`src/hdl/sbc_pkg.sv`:
```
// shared types, constants and command/config structs for the stereo bit crusher
`timescale 1ns / 1ps

package sbc_pkg;

    localparam int SAMPLE_BITS = 24;
    localparam int PHASE_BITS  = 24;

    localparam int BD_BITS       = 5;
    localparam int GAIN_BITS     = 16;
    localparam int WET_BITS      = 16;
    localparam int SHIFT_BITS    = 5;
    localparam int GAIN_FRAC     = 12;
    localparam int MIX_FRAC      = 15;
    localparam int MUL_A_BITS    = SAMPLE_BITS + 1;
    localparam int MUL_B_BITS    = GAIN_BITS + 1;
    localparam int PROD_BITS     = MUL_A_BITS + MUL_B_BITS;

    localparam int CFG_INDEX_BITS = 3;
    localparam int CFG_DATA_BITS  = 32;

    localparam logic [CFG_INDEX_BITS-1:0] CFG_ENABLE     = 3'd0;
    localparam logic [CFG_INDEX_BITS-1:0] CFG_BIT_DEPTH  = 3'd1;
    localparam logic [CFG_INDEX_BITS-1:0] CFG_PHASE_INC  = 3'd2;
    localparam logic [CFG_INDEX_BITS-1:0] CFG_DRIVE_GAIN = 3'd3;
    localparam logic [CFG_INDEX_BITS-1:0] CFG_WET_LEVEL  = 3'd4;

    localparam logic [PHASE_BITS:0]  PHASE_ONE     = {1'b1, {PHASE_BITS{1'b0}}};
    localparam logic [WET_BITS-1:0]  WET_ONE       = 16'h8000;
    localparam logic [GAIN_BITS-1:0] GAIN_UNITY    = 16'h1000;
    localparam logic [BD_BITS-1:0]   BIT_DEPTH_RST = 5'd16;

    typedef struct packed {
        logic signed [SAMPLE_BITS-1:0] left_sample;
        logic signed [SAMPLE_BITS-1:0] right_sample;
    } in_t;

    typedef struct packed {
        logic signed [SAMPLE_BITS-1:0] left_out;
        logic signed [SAMPLE_BITS-1:0] right_out;
    } out_t;

    typedef struct packed {
        logic                 enable;
        logic [BD_BITS-1:0]   crush_bits;
        logic [PHASE_BITS:0]  phase_inc;
        logic [GAIN_BITS-1:0] drive_gain;
        logic [WET_BITS-1:0]  wet_level;
    } cfg_t;

    typedef enum logic [1:0] {
        MUL_DRV_L,
        MUL_DRV_R,
        MUL_MIX_L,
        MUL_MIX_R
    } mul_sel_t;

    typedef struct packed {
        logic     take_in;
        mul_sel_t mul_sel;
        logic     mul_en;
        logic     drv_l_en;
        logic     capture;
        logic     crush_r;
        logic     mix_l_en;
        logic     load_out;
    } cmd_t;

endpackage

```
`src/hdl/sbc_datapath.sv`:
```
// datapath: shared multiplier, drive, phase/hold, crush and mix registers
`timescale 1ns / 1ps

module sbc_datapath (
    input  logic          aclk,
    input  logic          aresetn,
    input  sbc_pkg::cfg_t cfg,
    input  sbc_pkg::cmd_t cmd,
    input  sbc_pkg::in_t  s_data,
    output sbc_pkg::out_t m_data
);

    localparam int SB = sbc_pkg::SAMPLE_BITS;
    localparam int PB = sbc_pkg::PHASE_BITS;
    localparam int PW = sbc_pkg::PROD_BITS;
    localparam int SW = sbc_pkg::SHIFT_BITS;

    // clamp a wide value to full scale
    function automatic logic signed [SB-1:0] sat_w(input logic signed [PW-1:0] v);
        logic [PW-SB:0] hi;
        hi = v[PW-1:SB-1];
        if ((&hi) || (~|hi)) begin
            return v[SB-1:0];
        end else if (v[PW-1]) begin
            return {1'b1, {(SB-1){1'b0}}};
        end else begin
            return {1'b0, {(SB-1){1'b1}}};
        end
    endfunction

    // bias for round half away from zero before a floor shift
    function automatic logic signed [PW-1:0] rnd_bias(input logic neg, input logic [SW-1:0] s);
        logic signed [PW-1:0] b;
        if (s == '0) begin
            b = '0;
        end else begin
            b = (PW'(1) << (s - SW'(1))) - PW'(neg);
        end
        return b;
    endfunction

    function automatic logic signed [PW-1:0] rnd_half(input logic signed [PW-1:0] v,
                                                       input logic [SW-1:0] s);
        logic signed [PW-1:0] t;
        t = v + rnd_bias(v[PW-1], s);
        return t >>> s;
    endfunction

    function automatic logic signed [SB-1:0] drive_fin(input logic signed [PW-1:0] p);
        return sat_w(rnd_half(p, SW'(sbc_pkg::GAIN_FRAC)));
    endfunction

    function automatic logic signed [SB-1:0] mix_fin(input logic signed [PW-1:0] p,
                                                      input logic signed [SB-1:0] x);
        logic signed [PW-1:0] sum;
        sum = p + (PW'(x) <<< sbc_pkg::MIX_FRAC);
        return sat_w(rnd_half(sum, SW'(sbc_pkg::MIX_FRAC)));
    endfunction

    // round then clear the dropped bits, same as rnd(h, s) << s
    function automatic logic signed [SB-1:0] crush(input logic signed [SB-1:0] h,
                                                    input logic [SW-1:0] s);
        logic signed [PW-1:0] t;
        logic [PW-1:0]        msk;
        t   = PW'(h) + rnd_bias(h[SB-1], s);
        msk = ~((PW'(1) << s) - PW'(1));
        return sat_w(t & msk);
    endfunction

    logic signed [SB-1:0] xl_reg, xl_next, xr_reg, xr_next;
    logic signed [PW-1:0] prod_reg, prod_next;
    logic signed [SB-1:0] dl_reg, dl_next;
    logic signed [SB-1:0] held_l_reg, held_l_next, held_r_reg, held_r_next;
    logic signed [SB-1:0] cl_reg, cl_next, cr_reg, cr_next;
    logic signed [SB-1:0] mix_l_reg, mix_l_next;
    logic [PB-1:0]        phase_reg, phase_next;
    sbc_pkg::out_t        out_reg, out_next;

    logic [sbc_pkg::BD_BITS-1:0]  depth;
    logic [SW-1:0]                shift;
    logic [sbc_pkg::WET_BITS-1:0] wet_eff;
    logic [PB+1:0]                acc;
    logic                         wrap;

    logic signed [sbc_pkg::MUL_A_BITS-1:0] mul_a;
    logic signed [sbc_pkg::MUL_B_BITS-1:0] mul_b;

    always_comb begin
        if (cfg.crush_bits == '0) begin
            depth = sbc_pkg::BD_BITS'(1);
        end else if ({1'b0, cfg.crush_bits} > (sbc_pkg::BD_BITS + 1)'(SB)) begin
            depth = sbc_pkg::BD_BITS'(SB);
        end else begin
            depth = cfg.crush_bits;
        end
        shift   = SW'(SB) - SW'(depth);
        wet_eff = (cfg.wet_level > sbc_pkg::WET_ONE) ? sbc_pkg::WET_ONE : cfg.wet_level;
        acc     = {2'b00, phase_reg} + {1'b0, cfg.phase_inc};
        wrap    = |acc[PB+1:PB];
    end

    always_comb begin
        unique case (cmd.mul_sel)
            sbc_pkg::MUL_DRV_L: begin
                mul_a = sbc_pkg::MUL_A_BITS'(xl_reg);
                mul_b = $signed({1'b0, cfg.drive_gain});
            end
            sbc_pkg::MUL_DRV_R: begin
                mul_a = sbc_pkg::MUL_A_BITS'(xr_reg);
                mul_b = $signed({1'b0, cfg.drive_gain});
            end
            sbc_pkg::MUL_MIX_L: begin
                mul_a = sbc_pkg::MUL_A_BITS'(cl_reg) - sbc_pkg::MUL_A_BITS'(xl_reg);
                mul_b = $signed({1'b0, wet_eff});
            end
            sbc_pkg::MUL_MIX_R: begin
                mul_a = sbc_pkg::MUL_A_BITS'(cr_reg) - sbc_pkg::MUL_A_BITS'(xr_reg);
                mul_b = $signed({1'b0, wet_eff});
            end
        endcase
    end

    always_comb begin
        xl_next     = xl_reg;
        xr_next     = xr_reg;
        prod_next   = prod_reg;
        dl_next     = dl_reg;
        held_l_next = held_l_reg;
        held_r_next = held_r_reg;
        cl_next     = cl_reg;
        cr_next     = cr_reg;
        mix_l_next  = mix_l_reg;
        phase_next  = phase_reg;
        out_next    = out_reg;

        if (cmd.take_in) begin
            xl_next = s_data.left_sample;
            xr_next = s_data.right_sample;
        end
        if (cmd.mul_en) begin
            prod_next = mul_a * mul_b;
        end
        if (cmd.drv_l_en) begin
            dl_next = drive_fin(prod_reg);
        end
        if (cmd.capture) begin
            // product register holds the right channel drive here
            phase_next  = acc[PB-1:0];
            held_l_next = wrap ? dl_reg : held_l_reg;
            held_r_next = wrap ? drive_fin(prod_reg) : held_r_reg;
            cl_next     = crush(held_l_next, shift);
        end
        if (cmd.crush_r) begin
            cr_next = crush(held_r_reg, shift);
        end
        if (cmd.mix_l_en) begin
            mix_l_next = mix_fin(prod_reg, xl_reg);
        end
        if (cmd.load_out) begin
            if (!cfg.enable) begin
                out_next.left_out  = xl_reg;
                out_next.right_out = xr_reg;
            end else begin
                out_next.left_out  = mix_l_reg;
                out_next.right_out = mix_fin(prod_reg, xr_reg);
            end
        end
    end

    always_ff @(posedge aclk) begin
        if (!aresetn) begin
            phase_reg  <= '0;
            held_l_reg <= '0;
            held_r_reg <= '0;
        end else begin
            phase_reg  <= phase_next;
            held_l_reg <= held_l_next;
            held_r_reg <= held_r_next;
        end
    end

    always_ff @(posedge aclk) begin
        xl_reg    <= xl_next;
        xr_reg    <= xr_next;
        prod_reg  <= prod_next;
        dl_reg    <= dl_next;
        cl_reg    <= cl_next;
        cr_reg    <= cr_next;
        mix_l_reg <= mix_l_next;
        out_reg   <= out_next;
    end

    assign m_data = out_reg;

endmodule

```
`src/hdl/sbc_ctrl.sv`:
```
// controller: sequences one frame through the datapath and runs both handshakes
`timescale 1ns / 1ps

module sbc_ctrl (
    input  logic          aclk,
    input  logic          aresetn,
    input  logic          enable,
    input  logic          s_valid,
    output logic          s_ready,
    output logic          m_valid,
    input  logic          m_ready,
    output sbc_pkg::cmd_t cmd
);

    typedef enum logic [6:0] {
        S_IDLE  = 7'b0000001,
        S_DRV_L = 7'b0000010,
        S_DRV_R = 7'b0000100,
        S_CAP   = 7'b0001000,
        S_MIX_L = 7'b0010000,
        S_MIX_R = 7'b0100000,
        S_DONE  = 7'b1000000
    } state_t;

    state_t state_reg, state_next;
    logic   m_valid_reg, m_valid_next;
    logic   out_free;

    assign out_free = !m_valid_reg || m_ready;

    always_comb begin
        state_next  = state_reg;
        cmd         = '0;
        cmd.mul_sel = sbc_pkg::MUL_DRV_L;
        s_ready     = 1'b0;

        unique case (state_reg)
            S_IDLE: begin
                s_ready = 1'b1;
                if (s_valid) begin
                    cmd.take_in = 1'b1;
                    state_next  = enable ? S_DRV_L : S_DONE;
                end
            end
            S_DRV_L: begin
                cmd.mul_sel = sbc_pkg::MUL_DRV_L;
                cmd.mul_en  = 1'b1;
                state_next  = S_DRV_R;
            end
            S_DRV_R: begin
                cmd.drv_l_en = 1'b1;
                cmd.mul_sel  = sbc_pkg::MUL_DRV_R;
                cmd.mul_en   = 1'b1;
                state_next   = S_CAP;
            end
            S_CAP: begin
                cmd.capture = 1'b1;
                state_next  = S_MIX_L;
            end
            S_MIX_L: begin
                cmd.mul_sel = sbc_pkg::MUL_MIX_L;
                cmd.mul_en  = 1'b1;
                cmd.crush_r = 1'b1;
                state_next  = S_MIX_R;
            end
            S_MIX_R: begin
                cmd.mix_l_en = 1'b1;
                cmd.mul_sel  = sbc_pkg::MUL_MIX_R;
                cmd.mul_en   = 1'b1;
                state_next   = S_DONE;
            end
            S_DONE: begin
                // result goes out and the next beat can come in together
                if (out_free) begin
                    cmd.load_out = 1'b1;
                    s_ready      = 1'b1;
                    if (s_valid) begin
                        cmd.take_in = 1'b1;
                        state_next  = enable ? S_DRV_L : S_DONE;
                    end else begin
                        state_next = S_IDLE;
                    end
                end
            end
            default: begin
                state_next = S_IDLE;
            end
        endcase
    end

    always_comb begin
        if (cmd.load_out) begin
            m_valid_next = 1'b1;
        end else if (m_ready) begin
            m_valid_next = 1'b0;
        end else begin
            m_valid_next = m_valid_reg;
        end
    end

    always_ff @(posedge aclk) begin
        if (!aresetn) begin
            state_reg   <= S_IDLE;
            m_valid_reg <= 1'b0;
        end else begin
            state_reg   <= state_next;
            m_valid_reg <= m_valid_next;
        end
    end

    assign m_valid = m_valid_reg;

    a_no_overwrite: assert property (@(posedge aclk) disable iff (!aresetn)
        cmd.load_out |-> (!m_valid_reg || m_ready))
        else $error("output register loaded while a beat is still waiting");

    a_ready_states: assert property (@(posedge aclk) disable iff (!aresetn)
        s_ready |-> (state_reg == S_IDLE || state_reg == S_DONE))
        else $error("input ready raised in the middle of a frame");

    a_enabled_start: assert property (@(posedge aclk) disable iff (!aresetn)
        (s_valid && s_ready && enable) |=> (state_reg == S_DRV_L))
        else $error("accepted beat did not start the drive step");

    a_bypass_start: assert property (@(posedge aclk) disable iff (!aresetn)
        (s_valid && s_ready && !enable) |=> (state_reg == S_DONE))
        else $error("bypassed beat did not go straight to output");

endmodule

```
`src/hdl/stereo_bitcrusher_unit.sv`:
```
// stereo bit crusher top level: config registers, controller and datapath
// sequence: enabled frames step through S_DRV_L, S_DRV_R, S_CAP, S_MIX_L, S_MIX_R, S_DONE;
//   disabled frames go straight to S_DONE. A new frame is taken only in S_IDLE or S_DONE,
//   as the single 25x17 multiplier serves two drive products and two mix products per frame
// disabled frames pass through at one per cycle while m_ready keeps the output free
// reset: config returns to its defaults, phase and held samples clear, no output pending
`timescale 1ns / 1ps

module stereo_bitcrusher_unit (
    input  logic                                  aclk,
    input  logic                                  aresetn,
    input  logic                                  s_valid,
    output logic                                  s_ready,
    input  sbc_pkg::in_t                          s_data,
    output logic                                  m_valid,
    input  logic                                  m_ready,
    output sbc_pkg::out_t                         m_data,
    input  logic                                  cfg_valid,
    output logic                                  cfg_ready,
    input  logic [sbc_pkg::CFG_INDEX_BITS-1:0]    cfg_index,
    input  logic [sbc_pkg::CFG_DATA_BITS-1:0]     cfg_data
);

    sbc_pkg::cfg_t cfg_reg, cfg_next;
    sbc_pkg::cmd_t cmd;

    assign cfg_ready = 1'b1;

    always_comb begin
        cfg_next = cfg_reg;
        if (cfg_valid) begin
            unique case (cfg_index)
                sbc_pkg::CFG_ENABLE: begin
                    cfg_next.enable = cfg_data[0];
                end
                sbc_pkg::CFG_BIT_DEPTH: begin
                    cfg_next.crush_bits = cfg_data[sbc_pkg::BD_BITS-1:0];
                end
                sbc_pkg::CFG_PHASE_INC: begin
                    cfg_next.phase_inc = cfg_data[sbc_pkg::PHASE_BITS:0];
                end
                sbc_pkg::CFG_DRIVE_GAIN: begin
                    cfg_next.drive_gain = cfg_data[sbc_pkg::GAIN_BITS-1:0];
                end
                sbc_pkg::CFG_WET_LEVEL: begin
                    cfg_next.wet_level = cfg_data[sbc_pkg::WET_BITS-1:0];
                end
                default: begin
                    cfg_next = cfg_reg;
                end
            endcase
        end
    end

    always_ff @(posedge aclk) begin
        if (!aresetn) begin
            cfg_reg.enable     <= 1'b1;
            cfg_reg.crush_bits <= sbc_pkg::BIT_DEPTH_RST;
            cfg_reg.phase_inc  <= sbc_pkg::PHASE_ONE;
            cfg_reg.drive_gain <= sbc_pkg::GAIN_UNITY;
            cfg_reg.wet_level  <= sbc_pkg::WET_ONE;
        end else begin
            cfg_reg <= cfg_next;
        end
    end

    sbc_ctrl u_ctrl (
        .aclk    (aclk),
        .aresetn (aresetn),
        .enable  (cfg_reg.enable),
        .s_valid (s_valid),
        .s_ready (s_ready),
        .m_valid (m_valid),
        .m_ready (m_ready),
        .cmd     (cmd)
    );

    sbc_datapath u_datapath (
        .aclk    (aclk),
        .aresetn (aresetn),
        .cfg     (cfg_reg),
        .cmd     (cmd),
        .s_data  (s_data),
        .m_data  (m_data)
    );

endmodule
```
`config.mk`:
```
export PLATFORM = sky130hd
export DESIGN_NAME = stereo_bitcrusher_unit
export DESIGN_NICKNAME = d
export VERILOG_FILES = /design/src/hdl/sbc_pkg.sv /design/src/hdl/sbc_datapath.sv /design/src/hdl/sbc_ctrl.sv /design/src/hdl/stereo_bitcrusher_unit.sv
export SDC_FILE = /design/constraint.sdc
export NUM_CORES = 2
export LEC_CHECK = 0
export ABC_AREA = 1
export BUFFER_PORTS_ARGS = -buffer_cell sky130_fd_sc_hd__buf_2
export CORE_ASPECT_RATIO = 1.1
export CORE_MARGIN = 4
export CORE_UTILIZATION = 60
export DETAILED_ROUTE_END_ITERATION = 12
export GPL_TIMING_DRIVEN = 1
export PLACE_DENSITY = 0.84
export SKIP_CTS_REPAIR_TIMING = 1
export SKIP_LAST_GASP = 1
export SYNTH_ARGS = -nofsm -noshare
export SYNTH_HDL_FRONTEND = slang
export SYNTH_SLANG_ARGS = --single-unit
```
`constraint.sdc`:
```
create_clock -name aclk -period 10.5 [get_ports aclk]
set_input_delay 1.05 -clock aclk [delete_from_list [all_inputs] [get_ports aclk]]
set_output_delay 1.05 -clock aclk [all_outputs]
set_load 0.03 [all_outputs]
```
==> metrics.yaml <==
outcome:
  status: "complete, no violations"
sta:
  final.period_utilization_pct: 93.9
  setup_violations: 0
  grt_setup_unrepaired: "no"
  finalMaxSlewViolations: 0
  max_freq_mhz: 101
  fin_crit_ns: 9.86
  skew_ns: 0.0305
  final.setup.tns_ns: 0
  worst_pin_slew_ns: 1.31
  relSlewSlack_pct: 12.1
  finalHoldViolCount: 0
setup_path:
  critPathKind: "reg2reg"
  critPathArrivalTime_ns: 10.17
  rr_worst_depth: 34
  max_stage_delay_ns: 1.03
  cp_max_fo: 20
  cp.required_ns: 10.81
  worst_setup_path_start_kind: "flop"
  end_kind: "flop"
  r2r_setup_slack_ns: 0.64
  cp_slowest_cell: "clkinv_1"
floorplan:
  io_pins: 139
  core_area_um2: 80500
  die_area_um2: 85900
  die_y_um: 307
  die_w_um: 280
  placementRows: 109
  initial_core_util_pct: 60.6
routing:
  drt-total-wl_um: 169000
  drc: 0
  wl_per_cell_um: 20.7
  vias: 47809
  final_antenna_net_count: 0
  first_iter_violations: 4879
  vias_per_cell: 5.84
  dr.pass1.iters: 9
power:
  power_density_nw_per_um2: 136
  p_sw_share_pct: 46.1
  intPower_mw: 3.82
  p_sw_mw: 3.27
  power_frac_seq_pct: 26.0
  clock_power_share_pct: 22.9
  comb_power_share_pct: 51.1
  p_leak_nw: 26.0
  ir_drop_mv: 0.131
  finalPower_mw: 7.08
global_routing:
  antenna_found_initial: 8
  grt_max_degree: 82
  grt-ovfl-total: 0
  grt_pass1_wl_um: 256000
  grt_usage_pct: 38.5
  grt_pass1_vias: 45655
final_layout:
  layout_commonest_cell: "nand2_1"
  multi_input_area_um2: 33800
  utilization_pct: 64.6
  largest_reg_flops: 63
  area_delta_synth_final_pct: 6.72
  nets: 7938
  regArea_um2: 9890
  post_route_cells_drive_above_1_share_pct: 5.25
  n_fill_cell: 7304
  final_cell_mix: "nand2_1 (1744), inv_1 (1139), nor2_1 (927)"
logic_synthesis:
  ys_seq_area_share_pct: 20.3
  syn_inst: 7013
  synth_nets: 7857
  synth_edf_count: 234
  synth_area_per_cell_um2: 6.95
  ys_ff_latch: 377
  synthDistinctLibCells: 62
  async_flop_share_pct: 0
  synth_area_leaders: "fa_1 (16%), edfxtp_1 (14%), nand2_1 (13%)"
  synth_area_um2: 48700
  synth.top_cell.area_share_pct: 16.3
  yosys_most_used_dff: "edfxtp_1"
  yosys.area.top_type: "fa_1"
  ys_warn_count: 0
placement:
  place_congestion: 1.05
  hpwl_um: 138000
  io_buffers: 130
clock_tree:
  ctsLongestPathBuffers: 3
  cts_buffers: 43
  cts_tree: "yes"
  clkTransAtPathRegs_ns: 0.06
  htreeDepth: 2
  clk_latency_ns: 0.60
  cts.sinks: 377
  cts_root_buf: "clkbuf_16"
hold_path:
  whs_path_depth: 2
  hold_path_class: "reg2reg"
run:
  max_cap_viol_count: 0
cell usage after synthesis (113+ instances only):
library cell and number:
inv_1 1139, dfxtp_1 143, nor2_1 929, ha_1 358, edfxtp_1 234, a21oi_1 420
fa_1 398, xor2_1 152, clkbuf_1 113, o21ai_0 344, nand3_1 355, nand2_1 1744
per-layer routing:
layer / routed length [µm] / GRT usage, % / vias to the layer above
met4: 12500 / 23.0 / 6
met1: 64300 / 48.7 / 22262
met3: 16200 / 6.90 / 617
met5: 40 / 0 / -
met2: 75900 / 62.1 / 2391
li1: - / - / 22533
power by group through the flow:
stage	registers (mW)	clock network [mW]	logic [mW]
final	1.84	1.62	3.62
after CTS	1.84	1.64	3.54
after global routing	1.84	1.70	4.00
after floorplan	1.80	0	2.57
after detailed placement	1.87	0	3.52
after global placement	1.87	0	3.44
logic make-up after synthesis:
| kind of cell | Yosys count | synth area share, % |
|---|---|---|
| and+or+nand+nor | 3332 | 28.2 |
| buffers and inverters | 1324 | 10.5 |
| AOI/OAI and AO/OA | 985 | 11.2 |
| adders and majority gates | 756 | 25.5 |
| DFF | 377 | 20.3 |
| xor gates and xnor gates | 238 | 4.28 |
| other | 1 | 0.00769 |
through the flow:
| stage | cell area [µm²] | setup slack (ns) | cells | hold slack, ns |
|---|---|---|---|---|
| 3_5_place_dp | 50500 | 0.964 | 8103 | 0.449 |
| 3_3_place_gp | 50500 | 1.20 | 8103 | 0.444 |
| 2_1_floorplan | 48700 | 2.39 | 7013 | 0.430 |
| 4_1_cts | 52000 | 0.941 | 8183 | 0.458 |
| 5_1_grt | 52000 | 0.251 | 8183 | 0.475 |
| 6_report | 52000 | 0.644 | 8184 | 0.455 |
worst paths after layout:
| check | from | endpoint |
|---|---|---|
| worst max-delay path | u_ctrl.state_reg[1] | u_datapath.prod_reg[41] |
| worst min register to register | cfg_reg[30] | cfg_reg[30] |
| worst max register to register | u_ctrl.state_reg[1] | u_datapath.prod_reg[41] |
| worst min-delay path | cfg_reg[30] | cfg_reg[30] |
worst max-delay path, delay by kind of cell (launching register included):
family | cells | cell delay (ns)
AOI/OAI and AO/OA | 4 | 1.38
xor gates and xnor gates | 1 | 0.06
adders and majority gates | 7 | 3.24
buffers and inverters | 10 | 2.67
DFF | 1 | 0.32
and+or+nand+nor | 12 | 1.87
cell type report:
| cell class | count | area share, % |
|---|---|---|
| clock inverters | 21 | 0.483 |
| multi-input cells | 5312 | 65.0 |
| inverters | 1171 | 8.45 |
| flip-flops and latches | 377 | 19.0 |
| well taps | 1054 | 2.54 |
| repair buffers | 189 | 2.10 |
| diodes | 1 | 0.00481 |
| clock buffers | 59 | 2.44 |
(Power assumes the default switching activity.)
